==> src/hdl/iir_pkg.sv <==
// Shared types and constants for the direct-form I IIR filter.
// No dependencies; imported by the controller, datapath and top level.
`default_nettype none
package iir_pkg;
    localparam logic [2:0] CMD_STEP     = 3'd0;
    localparam logic [2:0] CMD_WR_NUM   = 3'd1;
    localparam logic [2:0] CMD_WR_DEN   = 3'd2;
    localparam logic [2:0] CMD_RST_IN   = 3'd3;
    localparam logic [2:0] CMD_RST_OUT  = 3'd4;
    localparam logic signed [31:0] COEFF_ONE = 32'sh0040_0000;
    localparam int ACC_W = 64;
    localparam int DIV_W = 56;

    // Datapath operations issued by the controller
    typedef enum logic [3:0] {
        OP_NONE,
        OP_CLEAR,     // clear accumulator and sums
        OP_MAC,       // one coefficient product into the accumulator
        OP_SUM,       // one coefficient into the numerator/denominator sums
        OP_STEP_END,  // round, saturate, shift histories
        OP_WRITE,     // coefficient write
        OP_DIV_LOAD,  // load divider operands from the sums
        OP_DIV_ITER,  // one restoring division step
        OP_FILL       // fill histories from the quotient
    } op_t;

    typedef struct packed {
        op_t        op;
        logic [4:0] tap;   // coefficient / history position
        logic       den;   // denominator side selected
    } dp_cmd_t;

    typedef struct packed {
        logic div_done;
    } dp_stat_t;
endpackage
`default_nettype wire

==> src/hdl/iir_ctrl.sv <==
// Controller state machine for the IIR filter: sequences the shared MAC,
// sum and divider steps. Depends on iir_pkg.
`default_nettype none
module iir_ctrl
    import iir_pkg::*;
#(
    parameter int MAX_ORDER = 10
) (
    input  wire logic       clk,
    input  wire logic       rst_n,
    input  wire logic       in_valid,
    output logic            in_ready,
    input  wire logic [2:0] command,
    input  wire logic [3:0] order,
    input  wire dp_stat_t   stat,
    output dp_cmd_t         cmd,
    output logic            res_valid,
    input  wire logic       res_ready
);
    localparam int TW = 5;
    typedef enum logic [2:0] {S_IDLE, S_MAC, S_SUM, S_DIV, S_FIN, S_OUT} state_t;

    state_t      state_reg, state_next;
    logic [TW-1:0] k_reg, k_next;
    logic        den_reg, den_next;
    logic [2:0]  cmd_reg, cmd_next;
    logic        res_valid_reg, res_valid_next;
    logic [TW-1:0] n;

    assign n = ({1'b0, order} > TW'(MAX_ORDER)) ? TW'(MAX_ORDER) : {1'b0, order};
    assign in_ready = (state_reg == S_IDLE) && !res_valid_reg;
    assign res_valid = res_valid_reg;

    // Next-state and command decode
    always_comb
    begin
        state_next = state_reg;
        k_next = k_reg;
        den_next = den_reg;
        cmd_next = cmd_reg;
        res_valid_next = res_valid_reg && !res_ready;
        cmd = '{op: OP_NONE, tap: k_reg, den: den_reg};
        unique case (state_reg)
            S_IDLE:
            begin
                if (in_valid && in_ready)
                begin
                    cmd_next = command;
                    k_next = '0;
                    den_next = 1'b0;
                    cmd.op = OP_CLEAR;
                    case (command) inside
                        CMD_STEP: state_next = S_MAC;
                        CMD_RST_IN, CMD_RST_OUT: state_next = S_SUM;
                        CMD_WR_NUM, CMD_WR_DEN:
                        begin
                            cmd.op = OP_WRITE;
                            res_valid_next = 1'b1;
                        end
                        default: res_valid_next = 1'b1;
                    endcase
                end
            end
            S_MAC:
            begin
                // b0*u, then b[k]*x[k-1] and a[k]*y[k-1] alternately
                cmd.op = OP_MAC;
                if (k_reg == n && (den_reg || k_reg == '0))
                    state_next = S_FIN;
                else if (k_reg == '0 || den_reg)
                begin
                    k_next = k_reg + 1'b1;
                    den_next = 1'b0;
                end
                else
                    den_next = 1'b1;
            end
            S_SUM:
            begin
                cmd.op = OP_SUM;
                if (k_reg == n)
                begin
                    cmd.op = OP_SUM;
                    state_next = S_DIV;
                    k_next = '0;
                end
                else
                    k_next = k_reg + 1'b1;
            end
            S_DIV:
            begin
                // load once, then iterate until the divider reports done
                cmd.op = (k_reg == '0) ? OP_DIV_LOAD : OP_DIV_ITER;
                k_next = TW'(1);
                if (stat.div_done)
                    state_next = S_FIN;
            end
            S_FIN:
            begin
                cmd.op = (cmd_reg == CMD_STEP) ? OP_STEP_END : OP_FILL;
                state_next = S_OUT;
                res_valid_next = 1'b1;
            end
            S_OUT:
                if (!res_valid_reg || res_ready)
                    state_next = S_IDLE;
            default: state_next = S_IDLE;
        endcase
    end

    // Hold state and result flag
    always_ff @(posedge clk or negedge rst_n)
    begin
        if (!rst_n)
        begin
            state_reg <= S_IDLE;
            k_reg <= '0;
            den_reg <= 1'b0;
            cmd_reg <= CMD_STEP;
            res_valid_reg <= 1'b0;
        end
        else
        begin
            state_reg <= state_next;
            k_reg <= k_next;
            den_reg <= den_next;
            cmd_reg <= cmd_next;
            res_valid_reg <= res_valid_next;
        end
    end
endmodule
`default_nettype wire

==> config.mk <==
export PLATFORM = sky130hd
export DESIGN_NAME = iir_ctrl
export DESIGN_NICKNAME = d
export VERILOG_FILES = /design/src/hdl/iir_pkg.sv /design/src/hdl/iir_ctrl.sv
export SDC_FILE = /design/constraint.sdc
export NUM_CORES = 1
export LEC_CHECK = 0
export BUFFER_PORTS_ARGS = -buffer_cell sky130_fd_sc_hd__buf_2
export CAP_MARGIN = 10
export CORE_UTILIZATION = 53
export DETAILED_ROUTE_END_ITERATION = 8
export PLACE_DENSITY = 0.78
export SYNTH_ARGS = -nofsm -noshare
export SYNTH_HDL_FRONTEND = slang
export SYNTH_SLANG_ARGS = --single-unit
==> constraint.sdc <==
create_clock -name clk -period 2.03 [get_ports clk]
set_clock_uncertainty 0.05 [all_clocks]
set_input_delay 0.3045 -clock clk [delete_from_list [all_inputs] [get_ports clk]]
set_output_delay 0.3045 -clock clk [all_outputs]
set_load 0.01 [all_outputs]
==> run_results.csv, run 1 <==
group,metric,value,unit
sta,slew_violations,0,
sta,tightest_slew,0.513,ns
layout,diodes,0,
layout,stdcell_count,179,
outcome,status,"finished with violations",
layout,layout-drive-gt1-share,0.421,
place,dp_cells,170,
layout,final_cell_mix,"buf_2 (23), buf_4 (15), dfrtp_1 (13)",
synth,synth_fp_nets,129,
routing,vias,1049,
setup_path,worstSetupEndpointType,"output port",
setup_path,path_max_fanout,2,
sta,hold_slack,0.277,ns
routing,postRouteWirelength,2540,um
sta,tns,-0.0740,ns
routing,viasPerCell,5.86,
routing,dr.first_iter.drc_count,25,
sta,setup_viol,1,
die,io_pins,24,
synth,ys_warn_count,0,
synth,async_flop_share,1.00,
die,core,0.00194,mm^2
outcome,violations,"negative setup slack",
die,die_x,47.4,um
power,power_density,1430,mW/mm^2
global_routing,grt_pass1_wl,3680,um
setup_path,worst-setup-path-type,"register to output port",
place,placed_cell_area,0.00128,mm^2
layout,fillers,163,
place,dp.final_hpwl,1840,um
synth,synth_edf_count,0,
die,rows,16,
power,vdd_drop_max,0.000927,V
synth,syn_avg_cell_area,9.49,um^2
layout,syn2layout_area_growth,26.7,%
sta,fin_ws,-0.0740,ns
routing,drtAntennaViolNets,0,
die,initial_core_util,0.562,
setup_path,crit_chain,"nor3_2, nand2_1, or3_1, a21boi_1, o21ai_1, buf_2",
setup_path,slowest_delay,0.40,ns
synth,synth_area_leaders,"dfrtp_1 (30%), o211ai_2 (3.4%), nor3_1 (3.2%), mux2_2 (3.1%), nand2_1 (2.8%)",
sta,fmax,475,MHz
synth,synth_top_cell_by_area,"dfrtp_1",
sta,rsz0062_at_grt,"yes",
job,max-cap-violations,0,
setup_path,cp-start-kind,"register",
setup_path,slowest_stage,"dfrtp_1",
layout,final_nets,167,
global_routing,grt_max_degree,14,
place,io_buffers,23,
synth,yosysUniqueCellTypes,50,
layout,layout_commonest_cell,"buf_2",
clock_network,htreeDepth,1,
clock_network,clk_latency,0.29,ns
layout,final_core_util,0.712,
place,place_ws,0.0916,ns
synth,synth_top_area_frac,0.298,
routing,wl_per_cell,14.2,um
clock_network,cts_tree,"yes",
global_routing,grt.total_usage,0.241,
global_routing,overflow,0,
routing,firstDrtPassIters,4,
global_routing,antenna_found_initial,0,
power,p_leak,0.616,nW
power,p_total,1.97,mW
sta,period_share,1.04,
global_routing,first_global_vias,848,
clock_network,cts_root_buf,"clkbuf_4",
synth,postSynthCellCount,115,
die,die_area,0.00224,mm^2
synth,ys_seq_elements,13,
sta,relSlewSlack,0.655,
clock_network,clock_path_buffers,2,
synth,synth_ff_type,"dfrtp_1",
clock_network,clkTransAtPathRegs,0.09,ns
layout,largest_reg_flops,5,
die,die_y,47.4,um
clock_network,numCtsBuffers,3,
sta,finalHoldViolations,0,
synth,yosysSeqAreaShare,0.298,
layout,final_area,0.00138,mm^2
place,finalWeightedCongestion,0.835,
min_path,hold_class,"input pin to register",
synth,synthesis.area,0.00109,mm^2
clock_network,clkSinkCount,13,
setup_path,required,1.68,ns
setup_path,worstPathArrival,1.75,ns
sta,period_needed,2.10,ns
routing,drc_errors,0,
==> logic make-up after synthesis <==
family,after synthesis,share of synthesized area
compound gates,37,0.327
xor+xnor,3,0.0241
fa+ha+maj,2,0.0229
buf+inv,14,0.0631
flops,13,0.298
mux,5,0.0539
simple gates,41,0.211
==> worst max-delay path, delay by kind of cell (launching register included) <==
family | cells | cell delay (ns)
AND/OR/NAND/NOR | 3 | 0.66
flip-flops | 1 | 0.40
AO/OA/AOI/OAI | 2 | 0.25
buffers and inverters | 1 | 0.14
==> where the power goes <==
| part | internal, mW | leakage [nW] | switching, mW |
|---|---|---|---|
| clock network | 0.0765 | 0.0150 | 0.0944 |
| registers | 0.364 | 0.166 | 0.0749 |
| logic | 0.642 | 0.435 | 0.723 |
| total | 1.08 | 0.616 | 0.892 |
==> cells in the mapped netlist (all sizes together), types with 4 or more instances <==
| cell type | number |
|---|---|
| buf | 6 |
| dfrtp | 13 |
| inv | 7 |
| mux2 | 4 |
| nand2 | 8 |
| nand3 | 5 |
| nor2 | 6 |
| nor2b | 4 |
| nor3 | 7 |
| o2111ai | 4 |
| o21ai | 6 |
==> cell type report <==
class	instances	area, um^2	area share
well taps	27	33.8	0.0244
multi-input cells	88	726	0.525
inverters	8	33.8	0.0244
repair buffers	39	238	0.172
flip-flops and latches	13	325	0.235
clock buffers	4	26.3	0.0190
==> layer usage <==
layer / part of all wire / up-vias / global-route usage
met5: 0 / - / 0
met4: 0.015 / 0 / 0.0914
met3: 0.052 / 4 / 0.0577
met2: 0.48 / 32 / 0.362
met1: 0.45 / 510 / 0.335
li1: - / 503 / -
==> final timing paths <==
check	from	end	slack (ns)	depth (start not counted)
min in group asynchronous	rst_n	den_reg$_DFFE_PN0P_	0.37	2
worst min register to register	cmd_reg[1]$_DFFE_PN0P_	cmd_reg[1]$_DFFE_PN0P_	0.47	1
worst min-delay path	command[0]	cmd_reg[0]$_DFFE_PN0P_	0.28	2
worst max register to register	state_reg[1]$_DFFE_PN0P_	state_reg[2]$_DFFE_PN0P_	0.05	6
max in group asynchronous	rst_n	k_reg[1]$_DFFE_PN0P_	1.31	2
worst max-delay path	state_reg[1]$_DFFE_PN0P_	cmd[8]	-0.07	6
==> repair_timing <==
item | CTS | global route
hold buffers | 1 | 0
hold endpoints to repair | 13 | 0
resized for setup | 6 | 2
buffers inserted | 3 | 1
pin swaps | 2 | 0
setup endpoints to repair | 2 | 4
Note: power is estimated with default switching activity, not from simulation.
==> run 2: changes to the inputs <==
- CORE_ASPECT_RATIO: unset -> 1.4
==> run_results.csv, run 2 (synthesized netlist as in run 1, its figures left out) <==
group,metric,value,unit
outcome,status,"finished with violations",
outcome,violations,"negative setup slack",
global_routing,grt.total_usage,0.288,
layout,final_core_util,0.703,
clock_network,cts_root_buf,"clkbuf_4",
place,finalWeightedCongestion,0.815,
layout,final_cell_mix,"buf_2 (23), buf_4 (15), dfrtp_1 (13)",
sta,hold_slack,0.273,ns
power,power_density,1450,mW/mm^2
setup_path,path_buf_inv,1,
layout,final_nets,167,
min_path,hold_class,"input pin to register",
power,vdd_drop_max,0.000944,V
die,rows,19,
sta,setup_viol,1,
clock_network,cts_tree,"yes",
sta,finalHoldViolations,0,
routing,wl_per_cell,16.1,um
place,io_buffers,23,
routing,firstDrtPassIters,4,
layout,diodes,0,
layout,syn2layout_area_growth,25.6,%
die,die_x,40.3,um
layout,layout_commonest_cell,"buf_2",
setup_path,path_delay_family,"simple AND/OR/NAND/NOR gates",
routing,viasPerCell,6.05,
die,die_y,55.7,um
sta,slew_violations,0,
clock_network,clkSinkCount,13,
die,io_pins,24,
routing,postRouteWirelength,2780,um
sta,period_share,1.08,
die,initial_core_util,0.560,
global_routing,antenna_found_initial,0,
global_routing,grt_max_degree,14,
place,dp.final_hpwl,2050,um
clock_network,numCtsBuffers,3,
setup_path,slowest_stage,"dfrtp_1",
layout,largest_reg_flops,5,
setup_path,worstSetupEndpointType,"output port",
setup_path,slowest_delay,0.41,ns
sta,fmax,455,MHz
job,max-cap-violations,0,
die,die_area,0.00225,mm^2
die,core,0.00195,mm^2
routing,drc_errors,0,
routing,dr.first_iter.drc_count,18,
clock_network,htreeDepth,1,
sta,rsz0062_at_grt,"yes",
layout,stdcell_count,173,
setup_path,required,1.68,ns
global_routing,first_global_vias,1088,
global_routing,overflow,0,
clock_network,clkTransAtPathRegs,0.09,ns
clock_network,clock_path_buffers,2,
setup_path,crit_chain,"nor3_2, nand2_1, or3_4, a21boi_1, o21ai_1, buf_2",
setup_path,worst-setup-path-type,"register to output port",
setup_path,path_max_fanout,3,
layout,fillers,157,
clock_network,clk_latency,0.29,ns
sta,fin_ws,-0.166,ns
setup_path,worstPathArrival,1.84,ns
sta,period_needed,2.20,ns
routing,vias,1047,
layout,layout-drive-gt1-share,0.421,
setup_path,cp-start-kind,"register",
global_routing,grt_pass1_wl,4500,um
layout,multi_input_area,721,um^2
place,dp_cells,160,
sta,relSlewSlack,0.714,
power,p_leak,0.617,nW
sta,tightest_slew,0.428,ns
layout,regArea,325,um^2
routing,drtAntennaViolNets,0,
## run 2: cell counts in the layout (fill, tap and decap cells not counted)
No cell type changed its count.
## run 2: layout make-up
| class | instances | share of cell area |
|---|---|---|
| tap | 21 | 0.0192 |
| clock buffer | 4 | 0.0192 |
| inverter | 8 | 0.0247 |
| sequential | 13 | 0.237 |
| timing repair buffer | 39 | 0.174 |
| multi-input combinational | 88 | 0.526 |
## run 2: metal layers
| metal | track usage | routed length (um) | vias to the layer above |
|---|---|---|---|
| met5 | 0 | 0 | - |
| met4 | 0.162 | 72 | 0 |
| met3 | 0.0400 | 73 | 6 |
| met2 | 0.512 | 1600 | 29 |
| met1 | 0.285 | 1030 | 509 |
| li1 | - | - | 503 |
## run 2: worst register-to-register path, cell delays in order, from the launching register on
cell      delay [ns]
dfrtp_1         0.41
buf_4           0.18
or2_1           0.30
nor3_1          0.36
o31ai_2         0.15
a21boi_2        0.19
a31o_1          0.23
## run 2: metrics by stage
step | power [mW] | instance area, um^2 | setup TNS, ns | setup slack, ns
after CTS | 1.95 | 1360 | -0.0867 | -0.0867
after floorplan | 1.33 | 1090 | 0 | 0.0895
after detailed placement | 1.65 | 1250 | 0 | 0.0228
after global routing | 2.13 | 1370 | -0.317 | -0.257
after global placement | 1.60 | 1250 | 0 | 0.0587
final | 1.98 | 1370 | -0.166 | -0.166
## run 2: worst paths after layout
path	startpoint	to	slack, ns	cells past startpoint
worst max-delay path	state_reg[1]$_DFFE_PN0P_	cmd[8]	-0.17	6
worst min-delay path	command[2]	cmd_reg[2]$_DFFE_PN0P_	0.27	2
worst max register to register	state_reg[0]$_DFFE_PN0P_	state_reg[2]$_DFFE_PN0P_	0.06	6
worst min register to register	cmd_reg[1]$_DFFE_PN0P_	cmd_reg[1]$_DFFE_PN0P_	0.47	1
max in group asynchronous	rst_n	res_valid$_DFF_PN0_	1.31	2
min in group asynchronous	rst_n	den_reg$_DFFE_PN0P_	0.38	2
## run 2: timing repair
item                                   in CTS  in global routing
hold buffers                                1                  0
setup endpoints to repair                   3                  5
pin swaps                                   1                  4
buffers inserted                            8                  2
endpoints found under the hold margin      13                  0
gates resized for setup                     2                  5
## run 2: where the power goes
part	internal (mW)	switching, mW	leakage, nW
combinational	0.635	0.712	0.437
clock	0.0765	0.0945	0.0150
sequential	0.363	0.0998	0.166
total	1.08	0.906	0.617
